[config.mk]
export PLATFORM = sky130hd
export DESIGN_NAME = binary_max_heap_priority_queue
export DESIGN_NICKNAME = d
export VERILOG_FILES = /design/src/bmhpq_pkg.sv /design/src/bmhpq_ram.sv /design/src/binary_max_heap_priority_queue.sv
export SDC_FILE = /design/constraint.sdc
export NUM_CORES = 2
export LEC_CHECK = 0
export BUFFER_PORTS_ARGS = -buffer_cell sky130_fd_sc_hd__buf_2
export CORE_MARGIN = 2
export CORE_UTILIZATION = 35
export DETAILED_ROUTE_END_ITERATION = 10
export PLACE_DENSITY = 0.5
export SLEW_MARGIN = 10
export SYNTH_ARGS = -nofsm -noshare
export SYNTH_HDL_FRONTEND = slang
export SYNTH_SLANG_ARGS = --single-unit
[constraint.sdc]
create_clock -name i_clk -period 8.5 [get_ports i_clk]
set_clock_uncertainty 0.15 [all_clocks]
set_input_delay 0.85 -clock i_clk [delete_from_list [all_inputs] [get_ports i_clk]]
set_output_delay 0.85 -clock i_clk [all_outputs]
set_load 0.05 [all_outputs]
[src/bmhpq_pkg.sv]
// Shared types and constants for the binary max-heap priority queue.
package bmhpq_pkg;

    localparam int DEF_CAPACITY = 64;
    localparam int VALUE_W      = 32;
    localparam int ACTION_W     = 2;
    localparam int STATUS_W     = 2;

    typedef enum logic [ACTION_W-1:0] {
        ACT_INSERT  = 2'd0,
        ACT_EXTRACT = 2'd1,
        ACT_FINDMIN = 2'd2,
        ACT_NOP     = 2'd3
    } t_action;

    typedef enum logic [STATUS_W-1:0] {
        ST_OK    = 2'd0,
        ST_EMPTY = 2'd1,
        ST_FULL  = 2'd2
    } t_status;

    typedef enum logic [3:0] {
        S_IDLE,
        S_UP_RD,
        S_UP_CMP,
        S_EX_ROOT,
        S_EX_LAST,
        S_EX_HOLD,
        S_DN_RL,
        S_DN_RR,
        S_DN_CMP,
        S_FM
    } t_state;

endpackage

[src/bmhpq_ram.sv]
// Generic simple dual-port RAM, one write port and one registered read port.
module bmhpq_ram #(
    parameter int WIDTH = 32,
    parameter int DEPTH = 64
) (
    input  logic                     i_clk,
    input  logic                     i_we,
    input  logic [$clog2(DEPTH)-1:0] i_waddr,
    input  logic [WIDTH-1:0]         i_wdata,
    input  logic                     i_re,
    input  logic [$clog2(DEPTH)-1:0] i_raddr,
    output logic [WIDTH-1:0]         o_rdata
);

    logic [WIDTH-1:0] r_mem [DEPTH];
    logic [WIDTH-1:0] r_rdata;

    always_ff @(posedge i_clk) begin
        if (i_we) begin
            r_mem[i_waddr] <= i_wdata;
        end
        if (i_re) begin
            r_rdata <= r_mem[i_raddr];
        end
    end

    assign o_rdata = r_rdata;

endmodule

[src/binary_max_heap_priority_queue.sv]
// Status errors and the unused action are answered from idle; insert sifts the new value up
// to the root or until it stops; extract reads the root and the last entry, then sifts down
// to a leaf or until it stops; find-min scans the leaves. Results cannot be stalled.
// Throughput: one item at a time; busy falls as the strobe rises, so the next transfer can
// share the result's edge. Reset: synchronous active-low, empties the heap; RAM not cleared.
module binary_max_heap_priority_queue #(
    parameter int CAPACITY = bmhpq_pkg::DEF_CAPACITY
) (
    input  logic                                   i_clk,
    input  logic                                   i_rst_n,
    input  logic                                   start,
    output logic                                   busy,
    input  logic [bmhpq_pkg::ACTION_W-1:0]         i_action,
    input  logic signed [bmhpq_pkg::VALUE_W-1:0]   i_value,
    output logic                                   o_valid,
    output logic signed [bmhpq_pkg::VALUE_W-1:0]   o_result_value,
    output logic [bmhpq_pkg::STATUS_W-1:0]         o_status
);
    import bmhpq_pkg::*;

    localparam int AW = $clog2(CAPACITY);
    localparam int CW = $clog2(CAPACITY + 1);
    localparam int IW = AW + 2;

    t_state r_state, n_state;
    logic [CW-1:0] r_count, n_count;
    logic [AW-1:0] r_pos, n_pos;
    logic [CW-1:0] r_idx, n_idx;
    logic signed [VALUE_W-1:0] r_hold, n_hold;
    logic signed [VALUE_W-1:0] r_left, n_left;
    logic signed [VALUE_W-1:0] r_min, n_min;
    logic signed [VALUE_W-1:0] r_res, n_res;
    logic r_have, n_have;
    logic r_pend, n_pend;
    logic r_out_valid, n_out_valid;
    logic signed [VALUE_W-1:0] r_out_value, n_out_value;
    logic [STATUS_W-1:0] r_out_status, n_out_status;

    logic accept;
    logic is_full, is_empty;
    logic [IW-1:0] pos_ext, cnt_ext, l_idx, rt_idx;
    logic has_l, has_r;
    logic [AW-1:0] parent;
    logic signed [VALUE_W-1:0] rd_data, big_val;
    logic up_swap, take_l, take_r;
    logic fm_issue, fm_take, fm_end;
    logic signed [VALUE_W-1:0] fm_min;

    logic ram_we, ram_re;
    logic [AW-1:0] ram_waddr, ram_raddr;
    logic [VALUE_W-1:0] ram_wdata, ram_rdata;

    bmhpq_ram #(
        .WIDTH(VALUE_W),
        .DEPTH(CAPACITY)
    ) u_heap_ram (
        .i_clk  (i_clk),
        .i_we   (ram_we),
        .i_waddr(ram_waddr),
        .i_wdata(ram_wdata),
        .i_re   (ram_re),
        .i_raddr(ram_raddr),
        .o_rdata(ram_rdata)
    );

    assign rd_data  = ram_rdata;
    assign accept   = start && !busy;
    assign is_full  = r_count == CW'(CAPACITY);
    assign is_empty = r_count == '0;

    // child and parent positions
    assign pos_ext = IW'(r_pos);
    assign cnt_ext = IW'(r_count);
    assign l_idx   = (pos_ext << 1) + IW'(1);
    assign rt_idx  = l_idx + IW'(1);
    assign has_l   = l_idx < cnt_ext;
    assign has_r   = rt_idx < cnt_ext;
    assign parent  = (r_pos - AW'(1)) >> 1;

    assign up_swap = r_hold > rd_data;
    // tie between children goes left, tie with the moving value stays put
    assign take_l  = has_l && (r_left > r_hold);
    assign big_val = take_l ? r_left : r_hold;
    assign take_r  = has_r && (rd_data > big_val);

    // leaf scan, one read issued per cycle, each compared in the following cycle
    assign fm_issue = r_idx < r_count;
    assign fm_take  = r_pend && (!r_have || (rd_data < r_min));
    assign fm_min   = fm_take ? rd_data : r_min;
    assign fm_end   = !fm_issue && !r_pend;

    // next state
    always_comb begin
        n_state = r_state;
        case (r_state)
            S_IDLE: begin
                if (accept) begin
                    case (t_action'(i_action))
                        ACT_INSERT:  n_state = is_full  ? S_IDLE : S_UP_RD;
                        ACT_EXTRACT: n_state = is_empty ? S_IDLE : S_EX_ROOT;
                        ACT_FINDMIN: n_state = is_empty ? S_IDLE : S_FM;
                        ACT_NOP:     n_state = S_IDLE;
                        default:     n_state = S_IDLE;
                    endcase
                end
            end
            S_UP_RD:   n_state = (r_pos == '0) ? S_IDLE : S_UP_CMP;
            S_UP_CMP:  n_state = up_swap ? S_UP_RD : S_IDLE;
            S_EX_ROOT: n_state = S_EX_LAST;
            S_EX_LAST: n_state = S_EX_HOLD;
            S_EX_HOLD: n_state = is_empty ? S_IDLE : S_DN_RL;
            S_DN_RL:   n_state = has_l ? S_DN_RR : S_IDLE;
            S_DN_RR:   n_state = S_DN_CMP;
            S_DN_CMP:  n_state = (take_l || take_r) ? S_DN_RL : S_IDLE;
            S_FM:      n_state = fm_end ? S_IDLE : S_FM;
            default:   n_state = S_IDLE;
        endcase
    end

    // datapath registers and result
    always_comb begin
        n_count      = r_count;
        n_pos        = r_pos;
        n_idx        = r_idx;
        n_hold       = r_hold;
        n_left       = r_left;
        n_min        = r_min;
        n_res        = r_res;
        n_have       = r_have;
        n_pend       = 1'b0;
        n_out_valid  = 1'b0;
        n_out_value  = '0;
        n_out_status = ST_OK;
        case (r_state)
            S_IDLE: begin
                if (accept) begin
                    case (t_action'(i_action))
                        ACT_INSERT: begin
                            if (is_full) begin
                                n_out_valid  = 1'b1;
                                n_out_status = ST_FULL;
                            end else begin
                                n_hold  = i_value;
                                n_pos   = r_count[AW-1:0];
                                n_count = r_count + CW'(1);
                            end
                        end
                        ACT_EXTRACT: begin
                            if (is_empty) begin
                                n_out_valid  = 1'b1;
                                n_out_status = ST_EMPTY;
                            end else begin
                                n_count = r_count - CW'(1);
                            end
                        end
                        ACT_FINDMIN: begin
                            if (is_empty) begin
                                n_out_valid  = 1'b1;
                                n_out_status = ST_EMPTY;
                            end else begin
                                n_idx  = r_count >> 1;
                                n_have = 1'b0;
                            end
                        end
                        ACT_NOP:  n_out_valid = 1'b1;
                        default:  n_out_valid = 1'b1;
                    endcase
                end
            end
            S_UP_RD: begin
                n_out_valid = r_pos == '0;
            end
            S_UP_CMP: begin
                if (up_swap) begin
                    n_pos = parent;
                end else begin
                    n_out_valid = 1'b1;
                end
            end
            S_EX_LAST: begin
                n_res = rd_data;
            end
            S_EX_HOLD: begin
                n_hold = rd_data;
                n_pos  = '0;
                if (is_empty) begin
                    n_out_valid = 1'b1;
                    n_out_value = r_res;
                end
            end
            S_DN_RL: begin
                if (!has_l) begin
                    n_out_valid = 1'b1;
                    n_out_value = r_res;
                end
            end
            S_DN_RR: begin
                n_left = rd_data;
            end
            S_DN_CMP: begin
                if (take_r) begin
                    n_pos = rt_idx[AW-1:0];
                end else if (take_l) begin
                    n_pos = l_idx[AW-1:0];
                end else begin
                    n_out_valid = 1'b1;
                    n_out_value = r_res;
                end
            end
            S_FM: begin
                n_pend = fm_issue;
                n_min  = fm_min;
                if (r_pend) begin
                    n_have = 1'b1;
                end
                if (fm_issue) begin
                    n_idx = r_idx + CW'(1);
                end
                if (fm_end) begin
                    n_out_valid = 1'b1;
                    n_out_value = r_min;
                end
            end
            default: begin
                n_out_valid = 1'b0;
            end
        endcase
    end

    // RAM port controls
    always_comb begin
        ram_we    = 1'b0;
        ram_waddr = r_pos;
        ram_wdata = r_hold;
        ram_re    = 1'b0;
        ram_raddr = '0;
        case (r_state)
            S_UP_RD: begin
                if (r_pos == '0) begin
                    ram_we = 1'b1;
                end else begin
                    ram_re    = 1'b1;
                    ram_raddr = parent;
                end
            end
            S_UP_CMP: begin
                ram_we    = 1'b1;
                ram_wdata = up_swap ? rd_data : r_hold;
            end
            S_EX_ROOT: begin
                ram_re = 1'b1;
            end
            S_EX_LAST: begin
                ram_re    = 1'b1;
                ram_raddr = r_count[AW-1:0];
            end
            S_DN_RL: begin
                if (has_l) begin
                    ram_re    = 1'b1;
                    ram_raddr = l_idx[AW-1:0];
                end else begin
                    ram_we = 1'b1;
                end
            end
            S_DN_RR: begin
                ram_re    = has_r;
                ram_raddr = rt_idx[AW-1:0];
            end
            S_DN_CMP: begin
                ram_we = 1'b1;
                if (take_r) begin
                    ram_wdata = rd_data;
                end else if (take_l) begin
                    ram_wdata = r_left;
                end
            end
            S_FM: begin
                ram_re    = fm_issue;
                ram_raddr = r_idx[AW-1:0];
            end
            default: begin
                ram_we = 1'b0;
            end
        endcase
    end

    always_ff @(posedge i_clk) begin
        if (!i_rst_n) begin
            r_state     <= S_IDLE;
            r_count     <= '0;
            r_out_valid <= 1'b0;
            r_pend      <= 1'b0;
            r_have      <= 1'b0;
        end else begin
            r_state     <= n_state;
            r_count     <= n_count;
            r_out_valid <= n_out_valid;
            r_pend      <= n_pend;
            r_have      <= n_have;
        end
    end

    always_ff @(posedge i_clk) begin
        r_pos        <= n_pos;
        r_idx        <= n_idx;
        r_hold       <= n_hold;
        r_left       <= n_left;
        r_min        <= n_min;
        r_res        <= n_res;
        r_out_value  <= n_out_value;
        r_out_status <= n_out_status;
    end

    assign busy           = r_state != S_IDLE;
    assign o_valid        = r_out_valid;
    assign o_result_value = r_out_value;
    assign o_status       = r_out_status;

`ifndef ASSERT_OFF
    a_count_bound: assert property (@(posedge i_clk) disable iff (!i_rst_n)
        r_count <= CW'(CAPACITY))
        else $error("entry count above capacity");

    a_strobe_cause: assert property (@(posedge i_clk) disable iff (!i_rst_n)
        o_valid |-> ($past(start && !busy) || $past(busy)))
        else $error("result strobe without a transfer in progress");

    a_insert_count: assert property (@(posedge i_clk) disable iff (!i_rst_n)
        (accept && (i_action == ACT_INSERT) && !is_full) |=>
            (r_count == $past(r_count) + CW'(1)))
        else $error("insert did not grow the heap");

    a_full_status: assert property (@(posedge i_clk) disable iff (!i_rst_n)
        (o_valid && (o_status == ST_FULL)) |-> is_full)
        else $error("full status with room left");

    a_ram_hazard: assert property (@(posedge i_clk) disable iff (!i_rst_n)
        (ram_we && ram_re) |-> (ram_waddr != ram_raddr))
        else $error("read and write of the same heap entry in one cycle");
`endif

endmodule

==> results.json <==
{
  "cts_resized": 0,
  "numCtsBuffers": 231,
  "fin_nets": 5887,
  "place_hpwl_um": 161200,
  "ys_seq_elements": 2269,
  "syn_to_final_growth_pct": 14.49,
  "p_int_mw": 18.54,
  "syn_area_per_cell_sq_um": 16.62,
  "synth_compound_area_share_pct": 6.055,
  "total_leakage_power_nw": 34.77,
  "drive_above_1_share_pct": 18.30,
  "initial_core_util_pct": 35.15,
  "min_period_ns": 7.809,
  "fin_cells": 9299,
  "synth_edf_count": 2221,
  "track_usage_pct": 22.11,
  "synth_simple_gate_area_share_pct": 6.717,
  "ios": 73,
  "clock_latency_ns": 0.91,
  "grt_pass1_wl_um": 410900,
  "synth-seq-area-share_pct": 74.17,
  "synth_cells": 5488,
  "setup_viol": 0,
  "status": "complete, no violations",
  "power_density_mw_per_mm2": 232.0,
  "hold_class": "in2reg",
  "post_drt_via_cell_ratio": 5.723,
  "synth_top_family_by_area": "multiplexers",
  "post_cts_buffers": 0,
  "arrival_ns": 8.17,
  "tightest_slew_ns": 1.325,
  "critPathKind": "reg2reg",
  "clk_path_buf_depth": 3,
  "fp-row-count": 187,
  "cts_tree": "built",
  "clkPwrFrac_pct": 40.7,
  "gp_congestion": 0.8792,
  "clock.fmax_mhz": 128.1,
  "pwr-share-comb_pct": 7.6,
  "synth-async-reset-ratio_pct": 0,
  "report.final.slew_viol_count": 0,
  "drt-total-wl_um": 297400,
  "end_kind": "flip-flop",
  "rsz0062_at_grt": "no",
  "holdBufCountCts": 0,
  "p_seq_share_pct": 51.7,
  "ant_nets": 0,
  "grt_pass1_vias": 51038,
  "nFillCells": 23449,
  "core-area_sq_mm": 0.2595,
  "maxCapViolations": 0,
  "port_buffers": 72,
  "drt_iter0_markers": 7000,
  "die_h_um": 514.5,
  "avgRoutedWirePerCell_um": 31.98,
  "hold_violations": 0,
  "drc": 0,
  "cts.sinks": 2269,
  "synth_fa_ha_area_share_pct": 2.176,
  "p_sw_mw": 5.688,
  "syn-num-nets": 5683,
  "ir_drop_uv": 241.8,
  "clk_pin_slew_worst_paths_ns": 0.06,
  "relSlewSlack_pct": 11.66,
  "required_ns": 8.86,
  "yosys_warnings": 0,
  "die_x_um": 514.5,
  "dieArea_sq_mm": 0.2647,
  "vias": 53214,
  "htree_levels": 4,
  "synth_cell_types": 81,
  "place_inst": 8859,
  "antenna_found_initial": 23,
  "synthMuxAreaShare_pct": 8.636,
  "final.period_utilization_pct": 91.87,
  "tns_ns": 0,
  "critPathLaunchType": "flip-flop",
  "clockRootBuffer": "clkbuf_16",
  "ys.flop_type": "edfxtp_1",
  "switching_share_pct": 23.48,
  "drt_pass1_iterations": 6,
  "synth_xor_area_share_pct": 0.2304,
  "critPathMaxFanout": 64,
  "gr-total-overflow": 0,
  "grt_max_degree": 153,
  "netlist_area_sq_mm": 0.09121
}
[metal layers]
metal | share of wire (%) | track usage (%) | vias up
met5 | 0.0044 | 0 | -
met4 | 2.8 | 6.474 | 2
met3 | 8.3 | 3.878 | 398
met2 | 46 | 34.48 | 2527
met1 | 43 | 31.64 | 28201
li1 | - | - | 22086
[layout by cell type (no fill, tap or decap), drive strengths merged, types with 32 or more instances in the layout]
master	instances
edfxtp	2221
nand2	804
mux4	308
clkbuf	297
a21oi	278
buf	274
nor2	182
ha	157
and3	155
a31oi	152
inv	126
clkinv	101
o22ai	88
nand3	79
mux2i	58
a221oi	51
dfxtp	48
a21o	44
o21ai	35
a221o	34
a22o	33
nor4	33
mux2	32
or3	32
[area by class of cell]
type | count | area [sq um] | area share (%)
Clock buffer | 297 | 6111 | 5.851
Multi-Input combinational cell | 2795 | 22570 | 21.61
Antenna cell | 17 | 42.54 | 0.04074
Timing Repair Buffer | 274 | 2190 | 2.097
Sequential cell | 2269 | 67650 | 64.78
Inverter | 121 | 454.2 | 0.4349
Clock inverter | 124 | 1157 | 1.108
Tap cell | 3402 | 4257 | 4.076
[cell usage after synthesis (11+ instances only)]
master / instances / area [sq um]
a21o_1: 44 / 330.3
a21oi_1: 277 / 1386
a221o_1: 34 / 340.3
a221oi_1: 50 / 437.9
a22o_1: 33 / 289.0
a22oi_1: 30 / 225.2
a31oi_1: 152 / 950.9
and3_1: 155 / 969.7
buf_1: 29 / 108.9
buf_2: 91 / 455.4
buf_6: 14 / 157.7
clkbuf_1: 162 / 608.1
dfxtp_1: 48 / 960.9
edfxtp_1: 2221 / 66690
ha_1: 157 / 1964
inv_1: 121 / 454.2
mux2_2: 32 / 360.4
mux2i_1: 58 / 580.6
mux4_2: 308 / 6937
nand2_1: 804 / 3018
nand3_1: 79 / 395.4
nand4_1: 21 / 131.4
nor2_1: 178 / 668.1
nor2b_1: 11 / 68.82
nor3_1: 16 / 80.08
nor4_1: 33 / 206.5
o21ai_0: 33 / 165.2
o221ai_1: 30 / 262.8
o22ai_1: 88 / 550.5
or3_1: 31 / 193.9
xnor2_1: 13 / 113.9
xor2_1: 11 / 96.34
[sequential cells by signal, indices dropped and copies added (netlist names)]
| signal | flops |
|---|---|
| u_heap_ram.r_mem | 2048 |
| o_result_value | 32 |
| r_hold | 32 |
| r_left | 32 |
| r_min | 32 |
| r_res | 32 |
| u_heap_ram.o_rdata | 32 |
| r_count | 7 |
| r_idx | 7 |
| r_pos | 6 |
| r_state | 4 |
| o_status | 2 |
| o_valid | 1 |
| r_have | 1 |
| r_pend | 1 |
[through the flow]
stage	power (mW)	worst slack [ns]	utilization, %	hold slack (ns)	area, sq um
finish	24.22	0.6907	40.25	0.1850	104400
global route	24.93	0.2884	40.24	0.1653	104400
CTS	24.40	0.6853	40.21	0.1070	104300
detailed placement	14.60	0.6929	37.41	0.2899	97060
global placement	14.59	0.7645	37.40	0.2913	97040
floorplan	13.80	2.027	-	0.2858	91210
[power by group through the flow]
stage               clock network (mW)  logic (mW)  registers [mW]
finish                            9.86        1.84            12.5
global route                      10.4        1.97            12.5
CTS                               10.0        1.84            12.5
detailed placement                   0        1.84            12.8
global placement                     0        1.83            12.8
floorplan                            0        1.04            12.8
[worst max-delay path, stage by stage (launching register included)]
cell	delay [ns]
edfxtp_1	0.39
inv_1	0.07
ha_1	0.31
a21oi_1	0.16
o21ai_0	0.18
a221oi_1	0.35
o221ai_1	0.22
a211oi_1	0.41
mux2i_4	0.75
a21oi_1	0.19
ha_1	0.32
nand4_1	0.18
or4_1	0.58
nor3_1	0.31
nor2_1	0.09
o2111a_1	0.31
nor3_4	0.53
a21oi_2	0.37
buf_4	0.35
nor2_1	0.12
a221o_2	0.98
[path summary, 6_finish.rpt]
kind | start | end | slack (ns) | cells past startpoint
setup / recovery | r_hold[21]$_DFFE_PP_ | u_heap_ram.r_mem[5][21]$_DFFE_PP_ | 0.69 | 20
hold / removal | i_rst_n | o_valid$_SDFF_PN0_ | 0.19 | 2
setup reg to reg | r_hold[21]$_DFFE_PP_ | u_heap_ram.r_mem[5][21]$_DFFE_PP_ | 0.69 | 20
hold reg to reg | r_res[12]$_DFFE_PP_ | o_result_value[12]$_DFF_P_ | 0.30 | 1
[logic make-up after synthesis]
family	count (synthesis)
DFF	2269
and+or+nand+nor	1377
AOI/OAI and AO/OA	838
buffers and inverters	424
muxes	398
adders and majority gates	158
xor gates and xnor gates	24
No activity file was read; power rests on OpenSTA's default activity.
